## src/rtl/eap_pkg.sv

```systemverilog
// ----------------------------------------------------------------------------
// eap_pkg
// Shared constants and types of the eased animation progress block.
// ----------------------------------------------------------------------------
package eap_pkg;

    localparam int TIME_BITS_DEF = 32;
    localparam int FRAC_BITS_DEF = 16;
    localparam int LEVEL_W       = 16;
    localparam int CFG_IDX_W     = 3;
    localparam int MODE_W        = 3;

    typedef enum logic [CFG_IDX_W-1:0] {
        REG_START    = 3'd0,
        REG_DURATION = 3'd1,
        REG_REPEAT   = 3'd2,
        REG_CURVE    = 3'd3,
        REG_MIRROR   = 3'd4,
        REG_CONST    = 3'd5,
        REG_FROM     = 3'd6,
        REG_TO       = 3'd7
    } cfg_idx_t;

    localparam logic [MODE_W-1:0] CURVE_LINEAR = 3'd0;
    localparam logic [MODE_W-1:0] CURVE_QUAD   = 3'd1;
    localparam logic [MODE_W-1:0] CURVE_CUBIC  = 3'd2;
    localparam logic [MODE_W-1:0] CURVE_QUART  = 3'd3;
    localparam logic [MODE_W-1:0] CURVE_CONST  = 3'd4;

endpackage

```

## src/rtl/eap_queue.sv

```systemverilog
// ----------------------------------------------------------------------------
// eap_queue
// Two-entry queue between the front and the evaluation pipeline.
// ----------------------------------------------------------------------------
module eap_queue #(
    parameter int W = eap_pkg::TIME_BITS_DEF + 1
) (
    input  logic         clk,
    input  logic         rst_n,
    input  logic         push_valid,
    output logic         push_ready,
    input  logic [W-1:0] push_data,
    output logic         pop_valid,
    input  logic         pop_ready,
    output logic [W-1:0] pop_data
);

    logic [W-1:0] mem [2];
    logic         wr_ptr_reg;
    logic         rd_ptr_reg;
    logic [1:0]   count_reg;
    logic         do_push;
    logic         do_pop;

    assign push_ready = count_reg != 2'd2;
    assign pop_valid  = count_reg != 2'd0;
    assign pop_data   = mem[rd_ptr_reg];
    assign do_push    = push_valid && push_ready;
    assign do_pop     = pop_valid && pop_ready;

    always_ff @(posedge clk or negedge rst_n) begin
        if (!rst_n) begin
            wr_ptr_reg <= 1'b0;
            rd_ptr_reg <= 1'b0;
            count_reg  <= 2'd0;
        end
        else begin
            if (do_push) begin
                wr_ptr_reg <= !wr_ptr_reg;
            end
            if (do_pop) begin
                rd_ptr_reg <= !rd_ptr_reg;
            end
            count_reg <= count_reg + {1'b0, do_push} - {1'b0, do_pop};
        end
    end

    always_ff @(posedge clk) begin
        if (do_push) begin
            mem[wr_ptr_reg] <= push_data;
        end
    end

endmodule

```

## config.mk

```make
export PLATFORM = sky130hd
export DESIGN_NAME = eap_queue
export DESIGN_NICKNAME = d
export VERILOG_FILES = /design/src/rtl/eap_pkg.sv /design/src/rtl/eap_queue.sv
export SDC_FILE = /design/constraint.sdc
export NUM_CORES = 1
export LEC_CHECK = 0
export ABC_CLOCK_PERIOD_IN_PS = 2500
export BUFFER_PORTS_ARGS = -buffer_cell sky130_fd_sc_hd__buf_2
export CORE_ASPECT_RATIO = 0.8
export CORE_MARGIN = 3
export CORE_UTILIZATION = 26
export DETAILED_ROUTE_END_ITERATION = 7
export PLACE_DENSITY = 0.52
export SLEW_MARGIN = 10
export SYNTH_ARGS = -nofsm -noshare
export SYNTH_HDL_FRONTEND = slang
export SYNTH_SLANG_ARGS = --single-unit
```

## constraint.sdc

```tcl
create_clock -name clk -period 2.5 [get_ports clk]
set_input_delay 0.125 -clock clk [delete_from_list [all_inputs] [get_ports clk]]
set_output_delay 0.125 -clock clk [all_outputs]
set_load 0.005 [all_outputs]
```

==> flow_metrics.tcl <==
set metrics [dict create \
    synth_top_area_share_pct 76.0 \
    start_util_pct 26.9 \
    grt_pass1_vias 1543 \
    vias 1475 \
    synth_most_common_cell "edfxtp_1" \
    post_dp_cell_area_um2 3160 \
    ys_warn_count 0 \
    reg2reg_depth 3 \
    gr-total-overflow 0 \
    powerDensity_nw_per_um2 1060 \
    r2r_slack_ns 0.88 \
    antenna_left 0 \
    crit_arrival_ns 1.64 \
    finalSetupViolCount 0 \
    gp_congestion 0.694 \
    multi_input_area_um2 513 \
    die_h_um 95.6 \
    fill_cells 919 \
    status "finished clean" \
    cp_cell_sequence "nand2b_1 > and3_2 > buf_12" \
    finClkSkew_ns 0.00724 \
    cp_slowest_cell "and3_2" \
    io_pins 72 \
    antenna_found_initial 0 \
    crit_fanout 18 \
    wl_per_cell_um 13.4 \
    clk_pin_slew_ns 0.05 \
    path_depth 3 \
    pwr-share-seq_pct 42.7 \
    viasPerCell 3.89 \
    synth_top_area_cell "edfxtp_1" \
    async_reset_ff_share_pct 5.71 \
    end_kind "flip-flop" \
    dp_hpwl_mm 3.28 \
    worstMarginPinSlew_ns 0.460 \
    drtIter0Drc 33 \
    crit_start "count_reg[0]" \
    dp_cells 332 \
    nets 276 \
    path_buf_inv 1 \
    intPower_uw 2920 \
    power_frac_comb_pct 28.5 \
    leakagePower_uw 0.00141 \
    critPathKind "reg -> reg" \
    worstReg2RegEnd "mem[1][13]" \
    grt_use_total_pct 9.21 \
    worstReg2RegStart "count_reg[0]" \
    synthesis.area_um2 2610 \
    period_share_pct 64.6 \
    htreeDepth 3 \
    regArea_um2 2080 \
    fp.dieArea_um2 11300 \
    syn_area_per_cell_um2 20.9 \
    max-cap-violations 0 \
    stdcell_count 379 \
    clock_latency_ns 0.32 \
    core_area_um2 9690 \
    hold_path.startpoint "push_data[17]" \
    endpoint "mem[1][13]" \
    synth_edf_count 66 \
    final_area_um2 3750 \
    fin_crit_ns 1.62 \
    layout-drive-gt1-share_pct 51.9 \
    ys_seq_elements 70 \
    clockRootBuffer "clkbuf_16" \
    synthTopCellsByCount "edfxtp_1 (66), mux2_2 (33), buf_2 (4), dfrtp_1 (4)" \
    wirelength_mm 5.08 \
    grt_max_degree 34 \
    max_stage_delay_ns 0.48 \
    synth_cells 125 \
    postCtsSetupBuffers 0 \
    clkPwrFrac_pct 28.9 \
    syn_to_final_growth_pct 43.8 \
    crit_family "simple AND/OR/NAND/NOR gates" \
    hold_path.class "in -> reg" \
    syn-num-nets 163 \
    ir_drop_mv 0.531 \
    finalHoldViolations 0 \
    netSwitchingFraction_pct 26.3 \
    tritoncts "done" \
    clock.fmax_mhz 619 \
    ys_types 17 \
    grt_pass1_wl_mm 7.82 \
    total_power_uw 3960 \
    cts_buffers 9 \
    worst_ep_required_time_ns 2.53 \
    yosys-top-cells-area "edfxtp_1 (76%), mux2_2 (14%), dfrtp_1 (3.8%)" \
    port_buffers 71 \
    cts_buffer_depth 2 \
    drc_errors 0 \
    switchingPower_uw 1040 \
    rsz0062_at_grt "false" \
    firstDrtPassIters 4 \
    drv_slew 0 \
    largest_reg_flops 66 \
    num_rows 32 \
    seq_area_frac_synth_pct 79.8 \
    diodes 0 \
    start_kind "flip-flop" \
    synth_top_flop_cell "edfxtp_1" \
    final_util_pct 38.7 \
    die_w_um 118 \
    max_slew_margin_pct 69.3 \
    cts.sinks 70 \
    setup_tns_ns 0 \
]
[per-layer routing]
| layer | wire length (um) | track usage (%) |
|---|---|---|
| met3 | 326 | 4.74 |
| met4 | 22 | 1.76 |
| met5 | 0 | 0 |
| met1 | 2450 | 11.5 |
| met2 | 2280 | 14.5 |
[through the flow]
step	hold slack (ns)	setup slack, ns
6_report	0.0137	0.884
3_3_place_gp	-0.0562	0.889
3_5_place_dp	-0.0526	0.868
5_1_grt	0.00578	0.781
2_1_floorplan	-0.171	0.0201
4_1_cts	0.000824	0.861
[how the worst min path moves through the flow]
stage | to | slack [ns] | depth (start not counted)
after floorplan | count_reg[0] | -0.17 | 0
after global placement | count_reg[1] | -0.06 | 1
after detailed placement | count_reg[0] | -0.05 | 1
after CTS | mem[0][25] | 0.0008 | 1
after global routing | mem[0][25] | 0.006 | 1
final | mem[0][17] | 0.01 | 1
[placed cells by master (no fill, tap or decap), drive strengths merged, types with 2 or more instances in the layout]
cell	Yosys	final
nor2	3	3
dlygate4sd3	0	31
edfxtp	66	66
buf	4	75
xnor2	3	3
clkbuf	0	15
dfrtp	4	4
nand2	2	2
mux2	33	33
[cell families after synthesis]
group	Yosys count	synth area share, %
compound gates	3	1.15
xor+xnor	3	1.01
fa+ha+maj	1	0.480
buf+inv	4	0.768
flops	70	79.8
mux	33	14.3
simple gates	11	2.50
[power groups by stage]
stage | clock network (uW) | logic (uW) | registers, uW
after detailed placement | 0 | 1110 | 1710
final | 1150 | 1130 | 1690
after floorplan | 0 | 649 | 1690
after CTS | 1180 | 1160 | 1690
after global placement | 0 | 1120 | 1710
after global routing | 1250 | 1230 | 1720
[layout make-up]
type	instances	area share, %
clock buffers	15	7.14
clock inverters	1	0.200
multi-input cells	51	13.7
flip-flops and latches	70	55.5
well taps	136	4.54
repair buffers	106	18.9
[what timing repair did]
action	CTS	global route
resized for setup	0	0
hold buffers	31	0
endpoints found under the hold margin	64	0
endpoints found under the setup margin	0	0
No activity file was read; power rests on OpenSTA's default activity.
