`src/rtl/eap_pkg.sv`:
```
// ----------------------------------------------------------------------------
// eap_pkg
// Shared constants and types of the eased animation progress block.
// ----------------------------------------------------------------------------
package eap_pkg;

    localparam int TIME_BITS_DEF = 32;
    localparam int FRAC_BITS_DEF = 16;
    localparam int LEVEL_W       = 16;
    localparam int CFG_IDX_W     = 3;
    localparam int MODE_W        = 3;

    typedef enum logic [CFG_IDX_W-1:0] {
        REG_START    = 3'd0,
        REG_DURATION = 3'd1,
        REG_REPEAT   = 3'd2,
        REG_CURVE    = 3'd3,
        REG_MIRROR   = 3'd4,
        REG_CONST    = 3'd5,
        REG_FROM     = 3'd6,
        REG_TO       = 3'd7
    } cfg_idx_t;

    localparam logic [MODE_W-1:0] CURVE_LINEAR = 3'd0;
    localparam logic [MODE_W-1:0] CURVE_QUAD   = 3'd1;
    localparam logic [MODE_W-1:0] CURVE_CUBIC  = 3'd2;
    localparam logic [MODE_W-1:0] CURVE_QUART  = 3'd3;
    localparam logic [MODE_W-1:0] CURVE_CONST  = 3'd4;

endpackage

```
`src/rtl/eap_front.sv`:
```
// ----------------------------------------------------------------------------
// eap_front
// Takes time samples, measures elapsed ticks and flags samples before start.
// ----------------------------------------------------------------------------
module eap_front #(
    parameter int TIME_BITS = eap_pkg::TIME_BITS_DEF
) (
    input  logic                 clk,
    input  logic                 rst_n,
    input  logic                 in_valid,
    output logic                 in_ready,
    input  logic [TIME_BITS-1:0] now_ticks,
    input  logic [TIME_BITS-1:0] start_time,
    output logic                 push_valid,
    input  logic                 push_ready,
    output logic [TIME_BITS:0]   push_data
);

    logic                 valid_reg;
    logic                 before_reg;
    logic [TIME_BITS-1:0] elapsed_reg;
    logic                 take;

    assign push_valid = valid_reg;
    assign push_data  = {before_reg, elapsed_reg};
    assign in_ready   = !valid_reg || push_ready;
    assign take       = in_valid && in_ready;

    always_ff @(posedge clk or negedge rst_n) begin
        if (!rst_n) begin
            valid_reg <= 1'b0;
        end
        else if (in_ready) begin
            valid_reg <= in_valid;
        end
    end

    always_ff @(posedge clk) begin
        if (take) begin
            before_reg  <= now_ticks < start_time;
            elapsed_reg <= now_ticks - start_time;
        end
    end

endmodule

```
`config.mk`:
```
export PLATFORM = sky130hd
export DESIGN_NAME = eap_front
export DESIGN_NICKNAME = d
export VERILOG_FILES = /design/src/rtl/eap_pkg.sv /design/src/rtl/eap_front.sv
export SDC_FILE = /design/constraint.sdc
export NUM_CORES = 1
export LEC_CHECK = 0
export ABC_CLOCK_PERIOD_IN_PS = 2020
export BUFFER_PORTS_ARGS = -buffer_cell sky130_fd_sc_hd__clkbuf_2
export CAP_MARGIN = 20
export CORE_MARGIN = 3
export CORE_UTILIZATION = 40
export CTS_BUF_LIST = sky130_fd_sc_hd__clkbuf_8 sky130_fd_sc_hd__clkbuf_16
export CTS_CLUSTER_SIZE = 10
export DETAILED_ROUTE_END_ITERATION = 8
export GPL_ROUTABILITY_DRIVEN = 0
export PLACE_DENSITY = 0.62
export SYNTH_ARGS = -nofsm -noshare
export SYNTH_HDL_FRONTEND = slang
export SYNTH_SLANG_ARGS = --single-unit
```
`constraint.sdc`:
```
create_clock -name clk -period 2.02 [get_ports clk]
set_input_delay 0.404 -clock clk [delete_from_list [all_inputs] [get_ports clk]]
set_output_delay 0.404 -clock clk [all_outputs]
set_load 0.005 [all_outputs]
```
==> run_results.csv, run 1 <==
group,metric,value,unit
run_status,outcome,"finished, violations left",
run_status,violations,"negative setup slack",
power,power_switching,0.886,mW
synth,synth_area,2990,um2
route,ant_nets,0,
synth,synth-edff-count,33,
power,vdd_ir_drop_max,0.341,mV
clock_network,htreeDepth,2,
floorplanning,core_area,7020,um2
timing,maxSlewViolCount,0,
placement,place_hpwl,6760,um
worst_setup_path,reg2reg_slack,750,ps
synth,ys_types,56,
synth,seq_area_frac_synth,34.0,%
worst_setup_path,reg2reg_depth,3,
finish,nNetsFinal,628,
worst_setup_path,startpoint,"now_ticks[0]",
placement,dp.cells,600,
synth,synth_simple_gate_area_share,13.4,%
power,power_density,555,nW/um2
power,power_frac_seq,32.5,%
min_path,hp-class,"primary input to flip-flop",
finish,largest_register_ffs,32,
timing,max_freq,401,MHz
worst_setup_path,cp_num_buf_inv,2,
placement,portBuffers,102,
synth,synth_top_family_by_area,"compound AO/OA/AOI/OAI gates",
run,maxCapViolCount,0,
floorplanning,ioPinCount,103,
finish,drive_above_1_share,56.1,%
timing,finalSetupViolations,16,
global_route,grt_use_met3,2.60,%
clock_network,cts.sinks,34,
power,internal-power,1.94,mW
synth,synth-xor-area-share,8.21,%
route,vias,3116,
global_route,use_met2,35.0,%
global_route,antenna_found_initial,0,
timing,post-route-min-period,2490,ps
worst_setup_path,required,2050,ps
synth,synthMuxAreaShare,0,%
synth,syn_avg_cell_area,9.36,um2
worst_setup_path,critical_path.endpoint,"elapsed_reg[30]",
finish,diodes,0,
worst_setup_path,crit_family,"compound AO/OA/AOI/OAI gates",
worst_setup_path,worstSetupEndpointType,"flip-flop",
finish,final_cells,624,
route,drt_wl_total,8760,um
power,p_comb_share,46.2,%
worst_setup_path,cp_num_cells,11,
clock_network,cts_buffer_depth,2,
synth,synth_warnings,0,
worst_setup_path,arrival,2520,ps
synth,synth_nets,420,
floorplanning,die_w,92.4,um
clock_network,cts_tree,"done",
timing,rsz0062_at_grt,"true",
worst_setup_path,reg2reg_from,"push_valid",
clock_network,cts_root_buf,"clkbuf_8",
worst_setup_path,crit_chain,"buf_8, inv_8, ha_4, fa_2, and2b_4, o2111ai_4, a2111o_2, a31oi_4, a311o_2, a311oi_2, xnor2_1",
finish,fin_util,72.6,%
floorplanning,dieHeight,92.4,um
timing,hold_viol,0,
worst_setup_path,cp_slowest_stage_delay,480,ps
worst_setup_path,crit_type,"primary input to flip-flop",
synth,synth_area_leaders,"edfxtp_1 (33%), ha_1 (13%), xnor2_1 (5.3%)",
floorplanning,dieArea,8540,um2
route,wl_per_cell,14.0,um
route,drc_errors,0,
finish,area_delta_synth_final,70.5,%
finish,final_cell_mix,"clkbuf_2 (98), buf_4 (93), inv_1 (33), edfxtp_1 (33), nand2_1 (23)",
synth,async_flop_share,2.94,%
clock_network,clk_pin_slew,70,ps
synth,syn_inst,319,
synth,ys_ff_latch,34,
clock_network,clock_latency,280,ps
route,vias_per_cell,4.99,
finish,final_common_cell,"clkbuf_2",
power,switching_share,31.3,%
synth,synth-compound-area-share,23.2,%
finish,final_area,5090,um2
global_route,grt_usage,20.0,%
worst_setup_path,reg2reg_to,"elapsed_reg[7]",
timing,fin_crit_sh,123,%
global_route,grt.busiest_layer,"met2",
clock_network,cts_buffers,5,
worst_setup_path,cp_max_fo,3,
timing,slew_headroom,70.3,%
worst_setup_path,slowest_stage,"a2111o_2",
global_route,grt_max_degree,34,
timing,tns,-3370,ps
worst_setup_path,cp-start-kind,"primary input",
power,clockPowerShare,21.4,%
route,first_pass_iters,4,
power,p_leak,2.39,nW
synth,yosysTopAreaCellShare,33.2,%
placement,post_dp_cell_area,4530,um2
global_route,grt_pass1_vias,3089,
timing,worstMarginPinSlew,444,ps
timing,fin_worst_skew,5.53,ps
synth,synthAdderAreaFrac,14.1,%
route,first_iter_violations,103,
global_route,grt_use_met1,26.2,%
timing,fin_ws,-473,ps
global_route,overflow,0,
placement,place_ws,-908,ps
global_route,grt_pass1_wl,13900,um
synth,yosys.area.top_type,"edfxtp_1",
synth,synth_flop_cell,"edfxtp_1",
floorplanning,initial_core_util,42.5,%
floorplanning,fp-row-count,30,
==> layer usage <==
layer / share of wire [%] / up-vias
li1: - / 1566
met1: 45 / 1451
met2: 49 / 91
met3: 4.6 / 8
met4: 1.1 / 0
met5: 0 / -
==> Yosys cell counts (2+ instances only) <==
cell type	instances
inv_1	40
edfxtp_1	33
ha_1	32
nand2_1	29
a21oi_1	25
xnor2_1	18
o21ai_0	15
nor2_1	13
a21o_1	12
xor2_1	10
nand4_1	7
a21oi_2	6
nor2b_1	6
o21bai_1	5
buf_4	4
nor3_1	4
o21a_1	4
a211o_1	3
a31oi_1	3
a41oi_1	3
and2_1	3
nand2b_1	3
nand3_1	3
a2111oi_0	2
and3_1	2
buf_6	2
nor3b_1	2
nor4_1	2
==> area by class of cell <==
| class | instances | area, um2 |
|---|---|---|
| timing repair buffer | 209 | 1430 |
| multi-input combinational | 237 | 2230 |
| sequential | 34 | 1020 |
| fill | 547 | 1930 |
| clock buffer | 8 | 110 |
| inverter | 40 | 185 |
| tap | 96 | 120 |
==> through the flow <==
stage,hold WS [ps],power [mW]
after floorplan,108,1.56
after global placement,180,2.04
after detailed placement,181,2.06
after CTS,343,2.76
after global routing,357,3.00
final,347,2.83
==> timing repair <==
item | in CTS | in global routing
pin swaps | 33 | 23
hold endpoints to repair | 1 | 0
setup buffers | 12 | 8
setup endpoints to repair | 18 | 19
cloned | 0 | 0
hold buffers | 1 | 0
resized for setup | 36 | 34
==> how the worst min path moves through the flow <==
stage,startpoint,slack [ps],end,cells past startpoint
floorplan,rst_n,110,push_valid,0
global placement,rst_n,180,push_valid,1
detailed placement,rst_n,180,push_valid,1
CTS,in_valid,340,push_valid,2
global route,in_valid,360,push_valid,2
finish,in_valid,350,push_valid,2
==> power groups by stage <==
stage,Combinational (mW),Clock [mW],Sequential (mW)
after floorplan,0.621,0,0.941
after global placement,1.11,0,0.930
after detailed placement,1.13,0,0.933
after CTS,1.23,0.615,0.918
after global routing,1.43,0.649,0.924
final,1.31,0.604,0.918
==> cell families after synthesis <==
group	after synthesis
AO/OA/AOI/OAI	96
AND/OR/NAND/NOR	80
buffers and inverters	48
flip-flops	34
adder cells (fa/ha/maj)	33
XOR/XNOR	28
No activity file was read; power rests on OpenSTA's default activity.
==> run 2, diff against run 1 <==
--- a/config.mk
+++ b/config.mk
@@ -5,7 +5,7 @@
 export SDC_FILE = /design/constraint.sdc
 export NUM_CORES = 1
 export LEC_CHECK = 0
-export ABC_CLOCK_PERIOD_IN_PS = 2020
+export ABC_CLOCK_PERIOD_IN_PS = 2700
 export BUFFER_PORTS_ARGS = -buffer_cell sky130_fd_sc_hd__clkbuf_2
 export CAP_MARGIN = 20
 export CORE_MARGIN = 3
==> constraint.sdc (replaced) <==
create_clock -name clk -period 2.7 [get_ports clk]
set_input_delay 0.54 -clock clk [delete_from_list [all_inputs] [get_ports clk]]
set_output_delay 0.54 -clock clk [all_outputs]
set_load 0.005 [all_outputs]
==> run_results.csv, run 2 (synthesis gave the netlist of run 1 again) <==
group,metric,value,unit
finish,final_cell_mix,"clkbuf_2 (101), buf_4 (47), inv_1 (39), edfxtp_1 (33), ha_1 (31)",
power,power_frac_seq,34.5,%
finish,multiInputGateArea,1790,um2
finish,nNetsFinal,569,
power,power_switching,0.569,mW
power,switching_share,28.7,%
route,first_pass_iters,4,
finish,final_cells,565,
route,drt_wl_total,7220,um
timing,fin_worst_skew,10.9,ps
clock_network,cts_buffers,5,
power,internal-power,1.42,mW
finish,largest_register_ffs,32,
timing,fin_crit_sh,98.8,%
timing,hold_viol,0,
finish,regArea,1020,um2
clock_network,htreeDepth,2,
worst_setup_path,arrival,2710,ps
floorplanning,ioPinCount,103,
floorplanning,dieHeight,92.4,um
run,maxCapViolCount,0,
placement,post_dp_cell_area,3910,um2
power,power_density,483,nW/um2
finish,fill_cells,652,
timing,post-route-min-period,2670,ps
route,wl_per_cell,12.8,um
clock_network,cts_root_buf,"clkbuf_8",
timing,worstMarginPinSlew,444,ps
finish,area_delta_synth_final,37.5,%
worst_setup_path,cp_max_fo,2,
clock_network,cts.sinks,34,
placement,dp.cells,553,
placement,portBuffers,102,
global_route,antenna_found_initial,0,
power,vdd_ir_drop_max,0.234,mV
power,clockPowerShare,29.9,%
clock_network,clock_latency,290,ps
global_route,grt_pass1_wl,12000,um
global_route,grt_max_degree,34,
finish,diodes,0,
timing,maxSlewViolCount,0,
finish,final_common_cell,"clkbuf_2",
clock_network,cts_tree,"done",
route,vias,2805,
floorplanning,initial_core_util,42.5,%
finish,drive_above_1_share,37.7,%
route,ant_nets,0,
worst_setup_path,worstSetupEndpointType,"flip-flop",
clock_network,clk_pin_slew,80,ps
timing,max_freq,375,MHz
placement,place_ws,-297,ps
floorplanning,die_w,92.4,um
clock_network,cts_buffer_depth,2,
finish,final_area,4110,um2
worst_setup_path,cp-start-kind,"primary input",
timing,finalSetupViolations,0,
floorplanning,core_area,7020,um2
power,p_comb_share,35.6,%
global_route,overflow,0,
finish,fin_util,58.5,%
power,p_leak,2.04,nW
worst_setup_path,crit_type,"primary input to flip-flop",
timing,slew_headroom,70.1,%
global_route,grt_usage,17.0,%
route,first_iter_violations,86,
global_route,grt_pass1_vias,2665,
run_status,outcome,"finished, final reports clean",
route,drc_errors,0,
floorplanning,fp-row-count,30,
min_path,hp-class,"primary input to flip-flop",
route,vias_per_cell,4.96,
timing,fin_ws,32.0,ps
worst_setup_path,required,2750,ps
floorplanning,dieArea,8540,um2
placement,place_hpwl,6020,um
run 2: worst max-delay path: stages:
cell       delay (ps)
buf_6              90
inv_8              30
ha_4              150
fa_2              330
and2b_4           270
o2111ai_4         110
a2111o_2          530
a31oi_4           200
a311o_2           220
a311oi_2          100
xnor2_1           140
run 2: power by group through the flow:
| stage | Sequential, mW | Clock (mW) | Combinational, mW |
|---|---|---|---|
| 2_1_floorplan | 0.704 | 0 | 0.413 |
| 3_3_place_gp | 0.697 | 0 | 0.687 |
| 3_5_place_dp | 0.697 | 0 | 0.693 |
| 4_1_cts | 0.686 | 0.602 | 0.697 |
| 5_1_grt | 0.690 | 0.627 | 0.790 |
| 6_report | 0.685 | 0.593 | 0.706 |
run 2: repair_timing:
| action | 4_1_cts | 5_1_grt |
|---|---|---|
| hold buffers | 0 | 1 |
| buffers inserted | 0 | 3 |
| setup endpoints to repair | 0 | 5 |
| resized for setup | 0 | 6 |
| hold endpoints to repair | 0 | 1 |
run 2: metal layers:
metal / vias to the layer above / routed length (um) / GRT usage, % / part of all wire (%)
li1: 1449 / - / - / -
met1: 1252 / 3400 / 23.9 / 47
met2: 99 / 3300 / 27.6 / 46
met3: 5 / 466 / 2.68 / 6.5
met4: 0 / 55 / 3.84 / 0.76
met5: - / 0 / 0 / 0
run 2: final timing paths:
kind / from / end / slack [ps] / cells after the start
worst max register to register: push_valid / elapsed_reg[0] / 1350 / 3
worst min register to register: push_valid / push_valid / 540 / 2
min in group asynchronous: rst_n / push_valid / 550 / 2
max in group asynchronous: rst_n / push_valid / 2060 / 2
worst max-delay path: now_ticks[0] / elapsed_reg[30] / 30 / 11
worst min-delay path: in_valid / push_valid / 470 / 2
run 2: area by class of cell:
class                           instances  area share [%]
Clock inverter                          2            1.46
Sequential cell                        34            24.7
Inverter                               40            3.84
Multi-Input combinational cell        237            43.6
Clock buffer                            6            2.01
Tap cell                               96            2.93
Timing Repair Buffer                  150            21.4
run 2: per-stage QoR:
stage / hold WS [ps] / total power, mW / TNS (ps)
final: 466 / 1.98 / 0
after CTS: 9.72 / 1.98 / 0
after global routing: 472 / 2.11 / -6.23
after global placement: 316 / 1.38 / -1270
after detailed placement: 317 / 1.39 / -1840
after floorplan: 244 / 1.12 / -85.6
